--- config.mk ---
export PLATFORM = sky130hd
export DESIGN_NAME = generational_slot_allocator
export DESIGN_NICKNAME = d
export VERILOG_FILES = /design/src/gsa_pkg.sv /design/src/gsa_ctrl.sv /design/src/gsa_dpath.sv /design/src/generational_slot_allocator.sv
export SDC_FILE = /design/constraint.sdc
export NUM_CORES = 2
export LEC_CHECK = 0
export BUFFER_PORTS_ARGS = -buffer_cell sky130_fd_sc_hd__buf_4
export CORE_UTILIZATION = 45
export CTS_CLUSTER_SIZE = 40
export DETAILED_ROUTE_END_ITERATION = 10
export PLACE_DENSITY_LB_ADDON = 0.08
export SLEW_MARGIN = 40
export SYNTH_ARGS = -nofsm -noshare
export SYNTH_HDL_FRONTEND = slang
export SYNTH_SLANG_ARGS = --single-unit
--- constraint.sdc ---
create_clock -name i_clk -period 7.5 [get_ports i_clk]
set_input_delay 0.375 -clock i_clk [delete_from_list [all_inputs] [get_ports i_clk]]
set_output_delay 0.375 -clock i_clk [all_outputs]
set_load 0.01 [all_outputs]
--- src/gsa_pkg.sv ---
// ----------------------------------------------------------------------------
// gsa_pkg
// Shared types and codes for the generational slot allocator.
// ----------------------------------------------------------------------------
package gsa_pkg;

    localparam int IN_TDATA_W  = 48;
    localparam int OUT_TDATA_W = 48;

    typedef enum logic [1:0] {
        FN_ALLOC = 2'd0,
        FN_FREE  = 2'd1,
        FN_CHECK = 2'd2
    } t_func;

    typedef enum logic [1:0] {
        ST_OK   = 2'd0,
        ST_FULL = 2'd1,
        ST_BAD  = 2'd2
    } t_status;

    typedef enum logic {
        S_IDLE = 1'b0,
        S_EXEC = 1'b1
    } t_state;

    // controller to datapath
    typedef struct packed {
        logic accept;   // latch request word, launch memory reads
        logic exec;     // update state, load result register
    } t_ctl;

    // datapath to controller
    typedef struct packed {
        logic out_valid;
    } t_dp_stat;

endpackage

--- src/gsa_ctrl.sv ---
// ----------------------------------------------------------------------------
// gsa_ctrl
// Two-state sequencer: accept a request word, then execute it once the
// result register can take the answer.
// ----------------------------------------------------------------------------
module gsa_ctrl (
    input  logic             i_clk,
    input  logic             i_rst_n,
    input  logic             i_s_tvalid,
    input  logic             i_m_tready,
    input  gsa_pkg::t_dp_stat i_stat,
    output gsa_pkg::t_ctl    o_ctl,
    output logic             o_s_tready
);
    import gsa_pkg::*;

    t_state r_state;
    t_state n_state;
    logic   out_free;

    assign out_free = !i_stat.out_valid || i_m_tready;

    always_ff @(posedge i_clk) begin
        if (!i_rst_n) begin
            r_state <= S_IDLE;
        end else begin
            r_state <= n_state;
        end
    end

    always_comb begin
        n_state = r_state;
        unique case (r_state)
            S_IDLE: begin
                if (i_s_tvalid) begin
                    n_state = S_EXEC;
                end
            end
            S_EXEC: begin
                if (out_free) begin
                    n_state = S_IDLE;
                end
            end
            default: n_state = S_IDLE;
        endcase
    end

    always_comb begin
        o_s_tready  = 1'b0;
        o_ctl.accept = 1'b0;
        o_ctl.exec   = 1'b0;
        unique case (r_state)
            S_IDLE: begin
                o_s_tready   = 1'b1;
                o_ctl.accept = i_s_tvalid;
            end
            S_EXEC: begin
                o_ctl.exec = out_free;
            end
            default: begin
                o_s_tready = 1'b0;
            end
        endcase
    end

endmodule

--- src/gsa_dpath.sv ---
// ----------------------------------------------------------------------------
// gsa_dpath
// Free-list head, link and generation memories, active count and the
// result register. Entries at or above the fresh mark were never written:
// their link reads as index+1 and their generation word as zero.
// ----------------------------------------------------------------------------
module gsa_dpath #(
    parameter int SLOT_COUNT = 64
) (
    input  logic                                 i_clk,
    input  logic                                 i_rst_n,
    input  gsa_pkg::t_ctl                        i_ctl,
    input  logic [gsa_pkg::IN_TDATA_W-1:0]       i_tdata,
    input  logic                                 i_m_tready,
    output gsa_pkg::t_dp_stat                    o_stat,
    output logic [gsa_pkg::OUT_TDATA_W-1:0]      o_tdata
);
    import gsa_pkg::*;

    localparam int IW = $clog2(SLOT_COUNT);
    localparam int HW = IW + 1;
    localparam int CW = $clog2(SLOT_COUNT + 1);
    localparam logic [HW-1:0] HEAD_NONE = HW'(SLOT_COUNT);

    // memories: link and {occupied, generation}
    logic [HW-1:0] link_mem [SLOT_COUNT];
    logic [32:0]   slot_mem [SLOT_COUNT];

    logic [HW-1:0] r_head;
    logic [HW-1:0] r_fresh;
    logic [CW-1:0] r_count;

    logic [1:0]    r_func;
    logic [6:0]    r_idx;
    logic [31:0]   r_gen;
    logic [IW-1:0] r_addr;
    logic [HW-1:0] r_link_rd;
    logic [32:0]   r_slot_rd;

    logic          r_out_valid;
    logic [1:0]    r_status;
    logic [5:0]    r_gidx;
    logic [31:0]   r_ggen;
    logic [6:0]    r_active;

    // request fields
    logic [1:0]    in_func;
    logic [6:0]    in_idx;
    logic [31:0]   in_gen;
    logic [31:0]   in_idx_ext;
    logic [IW-1:0] rd_addr;

    assign in_func    = i_tdata[1:0];
    assign in_idx     = i_tdata[8:2];
    assign in_gen     = i_tdata[40:9];
    assign in_idx_ext = 32'(in_idx);
    assign rd_addr    = (in_func == FN_ALLOC) ? r_head[IW-1:0] : in_idx_ext[IW-1:0];

    // execute-stage decode
    logic          fresh_hit;
    logic [32:0]   slot_word;
    logic [HW-1:0] link_word;
    logic          in_range;
    logic          handle_ok;
    logic [31:0]   addr_ext;
    logic [31:0]   count_ext;
    logic          do_alloc;
    logic          do_free;
    logic [1:0]    n_status;
    logic [5:0]    n_gidx;
    logic [31:0]   n_ggen;
    logic [CW-1:0] n_count;

    assign fresh_hit = ({1'b0, r_addr} >= r_fresh);
    assign slot_word = fresh_hit ? 33'd0 : r_slot_rd;
    assign link_word = fresh_hit ? ({1'b0, r_addr} + HW'(1)) : r_link_rd;
    assign in_range  = (32'(r_idx) < 32'(SLOT_COUNT));
    assign handle_ok = in_range && slot_word[32] && (slot_word[31:0] == r_gen);
    assign addr_ext  = 32'(r_addr);

    always_comb begin
        do_alloc = 1'b0;
        do_free  = 1'b0;
        n_status = ST_BAD;
        n_gidx   = '0;
        n_ggen   = '0;
        n_count  = r_count;
        unique case (t_func'(r_func))
            FN_ALLOC: begin
                if (r_head != HEAD_NONE) begin
                    do_alloc = 1'b1;
                    n_status = ST_OK;
                    n_gidx   = addr_ext[5:0];
                    n_ggen   = slot_word[31:0];
                    n_count  = r_count + CW'(1);
                end else begin
                    n_status = ST_FULL;
                end
            end
            FN_FREE: begin
                if (handle_ok) begin
                    do_free  = 1'b1;
                    n_status = ST_OK;
                    n_count  = r_count - CW'(1);
                end
            end
            FN_CHECK: begin
                if (handle_ok) begin
                    n_status = ST_OK;
                end
            end
            default: n_status = ST_BAD;
        endcase
    end

    assign count_ext = 32'(n_count);

    // request latch, registered memory reads and memory writes
    always_ff @(posedge i_clk) begin
        if (i_ctl.accept) begin
            r_func    <= in_func;
            r_idx     <= in_idx;
            r_gen     <= in_gen;
            r_addr    <= rd_addr;
            r_link_rd <= link_mem[rd_addr];
            r_slot_rd <= slot_mem[rd_addr];
        end
        if (i_ctl.exec && do_alloc) begin
            slot_mem[r_addr] <= {1'b1, slot_word[31:0]};
        end
        if (i_ctl.exec && do_free) begin
            slot_mem[r_addr] <= {1'b0, slot_word[31:0] + 32'd1};
            link_mem[r_addr] <= r_head;
        end
    end

    // control state
    always_ff @(posedge i_clk) begin
        if (!i_rst_n) begin
            r_head      <= '0;
            r_fresh     <= '0;
            r_count     <= '0;
            r_out_valid <= 1'b0;
        end else begin
            if (i_ctl.exec) begin
                r_count <= n_count;
                if (do_alloc) begin
                    r_head <= link_word;
                    if (fresh_hit) begin
                        r_fresh <= r_fresh + HW'(1);
                    end
                end
                if (do_free) begin
                    r_head <= {1'b0, r_addr};
                end
                r_out_valid <= 1'b1;
            end else if (i_m_tready) begin
                r_out_valid <= 1'b0;
            end
        end
    end

    // result payload
    always_ff @(posedge i_clk) begin
        if (i_ctl.exec) begin
            r_status <= n_status;
            r_gidx   <= n_gidx;
            r_ggen   <= n_ggen;
            r_active <= count_ext[6:0];
        end
    end

    assign o_stat.out_valid = r_out_valid;
    assign o_tdata = {1'b0, r_active, r_ggen, r_gidx, r_status};

endmodule

--- src/generational_slot_allocator.sv ---
// ----------------------------------------------------------------------------
// generational_slot_allocator
// Slot pool on a LIFO free list with a 32-bit generation per slot.
// The request word is latched on acceptance; the result is registered when
// the execute step finds the result register free. One request is in flight
// at a time, for the head/link read-modify-write via registered link reads.
// Reset: synchronous, active low; frees every slot with no clearing pass.
// ----------------------------------------------------------------------------
module generational_slot_allocator #(
    parameter int SLOT_COUNT = 64
) (
    input  logic        i_clk,
    input  logic        i_rst_n,
    input  logic        i_s_axis_tvalid,
    output logic        o_s_axis_tready,
    // [1:0] func, [8:2] slot_index, [40:9] handle_generation, rest zero
    input  logic [gsa_pkg::IN_TDATA_W-1:0]  i_s_axis_tdata,
    output logic        o_m_axis_tvalid,
    input  logic        i_m_axis_tready,
    // [1:0] status, [7:2] granted_index, [39:8] granted_generation,
    // [46:40] active_slots, rest zero
    output logic [gsa_pkg::OUT_TDATA_W-1:0] o_m_axis_tdata
);
    import gsa_pkg::*;

    t_ctl     ctl;
    t_dp_stat stat;

    gsa_ctrl u_ctrl (
        .i_clk      (i_clk),
        .i_rst_n    (i_rst_n),
        .i_s_tvalid (i_s_axis_tvalid),
        .i_m_tready (i_m_axis_tready),
        .i_stat     (stat),
        .o_ctl      (ctl),
        .o_s_tready (o_s_axis_tready)
    );

    gsa_dpath #(
        .SLOT_COUNT (SLOT_COUNT)
    ) u_dpath (
        .i_clk      (i_clk),
        .i_rst_n    (i_rst_n),
        .i_ctl      (ctl),
        .i_tdata    (i_s_axis_tdata),
        .i_m_tready (i_m_axis_tready),
        .o_stat     (stat),
        .o_tdata    (o_m_axis_tdata)
    );

    assign o_m_axis_tvalid = stat.out_valid;

    // one request in flight at a time
    a_one_in_flight: assert property (@(posedge i_clk) disable iff (!i_rst_n)
        (i_s_axis_tvalid && o_s_axis_tready) |=> !o_s_axis_tready)
        else $error("second word accepted before result produced");

    a_exec_gives_result: assert property (@(posedge i_clk) disable iff (!i_rst_n)
        ctl.exec |=> o_m_axis_tvalid)
        else $error("execute did not load result register");

    a_exec_after_accept: assert property (@(posedge i_clk) disable iff (!i_rst_n)
        ctl.accept |-> !ctl.exec)
        else $error("accept and execute in the same cycle");

endmodule
### Word-level counts from Yosys, hierarchy flattened

Memories as Yosys holds them, arrays and structs flattened. A register that Yosys moved wholly into a read port is not among the register bits.
Index checks and enable logic that the tools add are counted.

| storage, ports and cells | value |
|---|---|
| flip-flop bits (word level) | 117 |
| RAM bits | 2560 |
| output and inout bits | 50 |
| logic and storage cells | 70 |
| memories | 2 |

Memory list:

| memory | depth | bits a word | rd ports | clocked after memory_dff | write ports | RTL line | text |
|---|---|---|---|---|---|---|---|
| u_dpath.slot_mem | 64 | 33 | 1 | 1 | 1 | gsa_dpath.sv:27 | `logic [32:0] slot_mem [SLOT_COUNT];` |
| u_dpath.link_mem | 64 | 7 | 1 | 1 | 1 | gsa_dpath.sv:26 | `logic [HW-1:0] link_mem [SLOT_COUNT];` |

| cells by class | value |
|---|---|
| add/subtract/negate cells | 5 |
| magnitude comparators | 2 |
| eq/ne operators | 4 |
| mux-type cells | 28 |
| bitwise gates (word level) | 2 |
| reductions and logical operators | 14 |

Operators by type and width:

| cell | count |
|---|---|
| $mux 33 | 2 |
| $mux 7 | 5 |
| $add 32x1->32 const B | 1 |
| $eq 32x32->1 | 1 |
| $mux 1 | 16 |
| $add 7x1->7 const B | 2 |
| $pmux 7 s2 | 1 |
| $add 6x1->7 const B | 1 |
| $ge 6x7->1 | 1 |
| $lt 7x7->1 const B | 1 |
| $ne 7x7->1 const B | 1 |
| $sub 7x1->7 const B | 1 |
| $mux 6 | 1 |
| $logic_and 1x1->1 | 4 |
| $logic_not 2->1 | 2 |
| $pmux 2 s2 | 1 |
| $reduce_and 2->1 | 2 |
| $reduce_bool 2->1 | 2 |
| $reduce_and 3->1 | 1 |
| $eq 2x1->1 const B | 1 |
| $eq 2x2->1 const B | 1 |
| $mux 2 | 1 |
| $pmux 1 s2 | 1 |
| $reduce_or 2->1 | 1 |
| other kinds (4) | 4 |

### Depth between registers and ports, before layout

| depth | value |
|---|---|
| depth after elaboration | 10 |
| gate-level depth with buffers | 15 |
| mapped depth without buffers | 12 |

### Hierarchy

Synthesis repeated with hierarchy kept, for this count alone.

| unflattened totals | value |
|---|---|
| cells, all modules | 8614 |
| area, all modules | 109173.5 µm² |

Modules (own cells, without submodules):

| module | times used | cells an instance | area an instance (µm²) | seq. area each (µm²) |
|---|---|---|---|---|
| gsa_dpath | 1 | 8607 | 109102.1 | 81157.8 |
| gsa_ctrl | 1 | 7 | 71.3 | 20.0 |

### Worst setup path after synthesis

Ideal clock, no wire load.

| timing path | value |
|---|---|
| path type | reg-to-reg |
| from | register u_dpath.r_addr[0] |
| to | memory u_dpath.slot_mem[0][23], data pin |
| setup time | 720 ps |
| arrival | 5652 ps |
| slack | 1128 ps |
| cell stages (with the launch flop) | 14 |
| buffers on the path | 3 |
| clock period less this slack | 6372 ps |
| cells stage by stage | edfxtp_1 > clkbuf_1 > inv_2 > ha_1 > nand2b_4 > a211oi_4 > o21ai_2 > buf_6 > nor4_2 > o2111ai_1 > or3_1 > or3_1 > buf_2 > o31ai_1 |

| on the way | value |
|---|---|
| longest elaborated chain between the ends | 10 |
| elaborated cells between the ends (all ways) | 12 |
| classes of those cells | add/sub (1); order compare (1); eq/ne (1); mux (6); reduce/logical (3) |

Ends and longest elaborated chain:

| element | RTL line | text |
|---|---|---|
| start: declaration | gsa_dpath.sv:36 | `logic [IW-1:0] r_addr;` |
| start signal: assignment | gsa_dpath.sv:124 | `r_addr <= rd_addr;` |
| $ge 6x7->1 * | gsa_dpath.sv:74 | `assign fresh_hit = ({1'b0, r_addr} >= r_fresh);` |
| $mux 33 * | gsa_dpath.sv:75 | `assign slot_word = fresh_hit ? 33'd0 : r_slot_rd;` |
| $eq 32x32->1 / $logic_and 1x1->1 (equally long branches) | gsa_dpath.sv:78 | `assign handle_ok = in_range && slot_word[32] && (slot_word[31:0] == r_gen);` |
| $logic_and 1x1->1 | gsa_dpath.sv:78 |  |
| $mux 1 | gsa_dpath.sv:101 | `if (handle_ok) begin` |
| $mux 1 | gsa_dpath.sv:88 | `unique case (t_func'(r_func))` |
| $logic_and 1x1->1 | gsa_dpath.sv:131 | `if (i_ctl.exec && do_free) begin` |
| $mux 1 | gsa_dpath.sv:131 |  |
| $mux 1 (implied by the code) | gsa_dpath.sv:132 | `slot_mem[r_addr] <= {1'b0, slot_word[31:0] + 32'd1};` |
| $mux 33 (no source line) * | - |  |
| end: declaration | gsa_dpath.sv:27 |  |

Every way passes the cells marked *; elsewhere a longest branch is shown, timed or not.

### Worst setup path in the final report

| timing path | value |
|---|---|
| from | register u_dpath.r_addr[0] |
| to | memory u_dpath.slot_mem[5][5] (enable) |

| on the way | value |
|---|---|
| longest elaborated chain between the ends | 10 |
| elaborated cells between the ends (all ways) | 11 |
| classes of those cells | order compare (1); eq/ne (1); mux (5); bitwise (1); reduce/logical (3) |

Ends and longest elaborated chain:

| element | RTL line |
|---|---|
| $ge 6x7->1 | gsa_dpath.sv:74 |
| $mux 33 | gsa_dpath.sv:75 |
| $eq 32x32->1 / $logic_and 1x1->1 (equally long branches) | gsa_dpath.sv:78 |
| $logic_and 1x1->1 | gsa_dpath.sv:78 |
| $mux 1 | gsa_dpath.sv:101 |
| $mux 1 | gsa_dpath.sv:88 |
| $logic_and 1x1->1 | gsa_dpath.sv:131 |
| $mux 1 | gsa_dpath.sv:131 |
| $mux 1 (implied by the code) | gsa_dpath.sv:132 |
| $or 1x1->1 (no source line) | - |

Parallel ways exist; a longest one is shown, timed or not.

==> out/qor.txt <==
===========================================================================================
Share of power burned in registers                                                    49.8%
Final number of hold-violating endpoints                                                  0
Clock network fraction of design power                                                41.7%
Routed length per placed instance                                                   26.9 um
Status                                                                         complete, no violations
Final weighted congestion of routability-driven global placement                      0.852
DR vias/cell                                                                           5.84
Num rows                                                                                180
Detailed-route wire length                                                       325,000 um
First drt pass iteration count                                                            5
Buffers from clock root to sink, at most                                                  4
Synthesized area divided by synthesized cell count                               12.7 sq um
Final number of setup-violating endpoints                                                 0
Worst IR Drop VDD                                                                0.000183 V
Sequential fraction of the synthesis area                                             74.5%
Remaining Overflow, GRT                                                                   0
Number of antenna violations at the first check in global routing                        17
Number of warnings printed during yosys synthesis                                         0
Wire length of the first global-routing pass                                     469,000 um
Worst min-delay path class                                                        in -> reg
Predominant post-synthesis flop cell                                               edfxtp_1
Kind of start point of the critical path                                           register
Number of buffers created by CTS                                                        307
Highest clock frequency the design can meet                                       0.177 GHz
Slew headroom                                                                         36.2%
Max Cap Viol                                                                              0
Die footprint                                                                  244,000 sq um
Number of nets produced by synthesis                                                  8,635
Area of combinational cells with multiple inputs                               26,500 sq um
Number of clock sinks                                                                 2,711
Min Clock Period, post-route                                                        5.65 ns
Total number of nets in the final design                                              8,758
Register clock-pin slew on the reported worst setup and hold paths                  0.06 ns
Fillcell total                                                                       20,200
Maximum clock skew at final layout                                                0.0453 ns
Maximum number of pins on one net before global-route repair                            170
Number of design-rule violations left by the first detailed-router iteration          7,808
Detailed-placement wirelength estimate                                           182,000 um
Root buffer selected by CTS                                                       clkbuf_16
Flops & latches, synth                                                                2,711
Buffers added on ports                                                                   93
Data required time of the worst path                                                8.09 ns
Die Height                                                                           494 um
Number of distinct library cells after synthesis                                         76
Worst slew pin tran                                                                0.950 ns
Part of the cycle the worst path needs                                                75.3%
Fraction of synthesis flops using an asynchronous set or reset pin                       0%
Starting utilization of the core area                                                 45.3%
Total internal power                                                              26,100 uW
Number of buffers inserted by post-CTS setup repair                                       0
Biggest area contributors in the synthesized netlist                           edfxtp_1, nand2_1, nand3_1
Die Wd                                                                               494 um
Syn-to-layout area delta                                                              15.2%
Category of the worst setup path capture point                                     register
Total count of max-transition violations in the final report                              0
Number of standard cells in the final layout excluding fillers                       12,100
Net switching component of the power                                                8060 uW
Number of placed I/O pins                                                               102
Total global-route track usage                                                        26.4%
Total instance count after detailed placement                                        11,500
Area of the mapped netlist                                                     109,000 sq um
Combinational cell fraction of total power                                             8.5%
Peak fanout along the critical path                                                      55
Cell accounting for the most synthesized area                                      edfxtp_1
CTS HTree Levels                                                                          5
Count of cells resized by post-cts repair                                                 0
Synth top area share                                                                  74.1%
Post-Route Setup TNS                                                                   0 ns
Number of flops mapped to enable cells by yosys                                       2,688
Core Footprint                                                                 241,000 sq um
Fraction of layout cells with a size suffix above 1                                   10.8%
Clock latency of the later-clocked register in the worst-skew pair                  0.97 ns
DRC violation count after routing                                                         0
TritonCTS clock tree                                                                    yes
Post-detailed-route count of antenna-violating nets                                       0
Cells after synthesis                                                                 8,570
Switching power share of the total                                                    23.6%
Number of global-route vias before repair                                            66,700
Area taken by flip-flops and latches                                           81,200 sq um
Hold buffer count at cts                                                                 39
Startpoint-to-endpoint class of the critical path                                reg -> reg
Setup repair after global routing missed its margin                                   false
LEAKAGE                                                                           0.0431 uW
Crit path DAT                                                                       6.24 ns
Via count                                                                            70,600
Power density cells                                                             272 nW/um^2
===========================================================================================
-- synthesized netlist by cell type, types with 3 or more instances --
cell type  instances
edfxtp_1        2688
nand2_1         2617
nand3_1         1298
clkbuf_1         563
a311oi_1         440
and3_1           188
nor2_1           173
a21oi_1          106
nor3_1            72
a31oi_1           47
inv_1             45
o21ai_0           27
buf_1             24
dfxtp_1           23
xnor2_1           22
buf_2             18
nand4_1           16
or3_1             16
xor2_1            14
ha_1              13
nand2b_1          13
mux2i_1           12
nor2b_1           12
o211ai_1          10
and2_1             8
or4_1              8
nor4_1             7
and4_1             5
nor4b_1            5
o22ai_1            5
nand4b_1           4
a2111oi_2          3
a211oi_1           3
a22oi_1            3
a31o_2             3
a32oi_1            3
o31a_1             3
or2_2              3
-- worst max-delay path, cell delays in order (launching register included) --
cell      delay [ns]
edfxtp_1        0.57
inv_2           0.21
ha_1            0.33
nand2b_4        0.15
a211oi_4        0.41
o21ai_4         0.26
o21ai_0         0.23
nand4_1         0.29
or3_4           0.78
nand2_1         0.45
nand4b_1        0.15
buf_4           0.29
nor2_4          0.62
buf_4           0.49
-- metal layers --
metal / GRT usage [%] / wire (um) / vias to the layer above
li1: - / - / 31800
met1: 39.5 / 146000 / 35700
met5: 0 / 0 / -
met2: 39.5 / 145000 / 2716
met4: 7.45 / 8640 / 0
met3: 4.62 / 25900 / 428
-- worst paths after layout --
path | end | slack [ns] | start | cells after the start
setup reg to reg | u_dpath.slot_mem[5][5] | 1.85 | u_dpath.r_addr[0] | 13
hold / removal | u_dpath.r_gen[6] | 0.17 | i_s_axis_tdata[15] | 2
setup / recovery | u_dpath.slot_mem[5][5] | 1.85 | u_dpath.r_addr[0] | 13
hold reg to reg | u_dpath.r_fresh[1] | 0.53 | u_dpath.r_fresh[1] | 2
-- cells in the final DEF (no fill, tap or decap), drive strengths merged, types with 5 or more instances in the layout --
cell	synthesis	layout
and4	5	5
o211ai	11	11
nand2	2617	2617
a21oi	106	106
nor3	74	74
or2	5	5
clkbuf	563	394
or4	8	8
o21ai	30	30
inv	47	50
buf	44	381
or3	16	16
nand4	16	16
nor2	173	173
xor2	14	14
clkinv	1	97
nand3	1298	1298
mux2i	12	12
edfxtp	2688	2688
nor4	9	9
o22ai	5	5
dfxtp	23	23
bufinv	0	23
nor4b	5	5
nor2b	12	12
and3	188	188
a311oi	440	440
nand2b	14	14
xnor2	22	22
a31oi	47	47
ha	13	13
and2	9	9
dlygate4sd3	0	39
-- cell type report --
| type | count | share of cell area [%] |
|---|---|---|
| multi-input combinational | 5204 | 21.1 |
| inverter | 48 | 0.161 |
| sequential | 2711 | 64.7 |
| clock buffer | 393 | 6.53 |
| antenna | 1 | 0.00199 |
| clock inverter | 126 | 0.934 |
| timing repair buffer | 421 | 3.41 |
| tap | 3185 | 3.17 |
-- stage by stage --
step	hold WS, ns	setup WS (ns)	power [uW]	utilization, %	instance area [sq um]
after global placement	0.500	1.82	20100	47.7	115000
after global routing	0.146	1.69	35200	52.2	126000
after CTS	0.107	1.90	34400	52.1	125000
after floorplan	0.469	1.13	18800	-	109000
after detailed placement	0.520	1.94	20200	48.0	116000
final	0.168	1.85	34200	52.2	126000
-- registers in the layout, indices dropped and copies added (netlist names) --
register / flops
u_dpath.slot_mem: 2112
u_dpath.link_mem: 448
u_dpath.r_slot_rd: 33
u_dpath.r_gen: 32
u_dpath.r_ggen: 32
u_dpath.r_active: 7
u_dpath.r_count: 7
u_dpath.r_fresh: 7
u_dpath.r_head: 7
u_dpath.r_link_rd: 7
u_dpath.r_addr: 6
u_dpath.r_gidx: 6
u_dpath.r_func: 2
u_dpath.r_status: 2
u_ctrl.r_state: 1
u_dpath.o_stat: 1
u_dpath.r_idx: 1
-- power by group through the flow --
stage / sequential, uW / combinational, uW / clock, uW
3_3_place_gp: 17300 / 2750 / 0
6_report: 17000 / 2900 / 14300
4_1_cts: 17000 / 2870 / 14500
5_1_grt: 17000 / 3100 / 15100
2_1_floorplan: 17300 / 1500 / 0
3_5_place_dp: 17300 / 2850 / 0
-- cell families after synthesis --
logic type | synth area share (%)
XOR/XNOR | 0.289
buffers and inverters | 2.29
flip-flops | 74.5
AO/OA/AOI/OAI | 4.94
adder cells (fa/ha/maj) | 0.149
other | 0.00344
multiplexers | 0.110
AND/OR/NAND/NOR | 17.7
No activity file was read; power rests on OpenSTA's default activity.
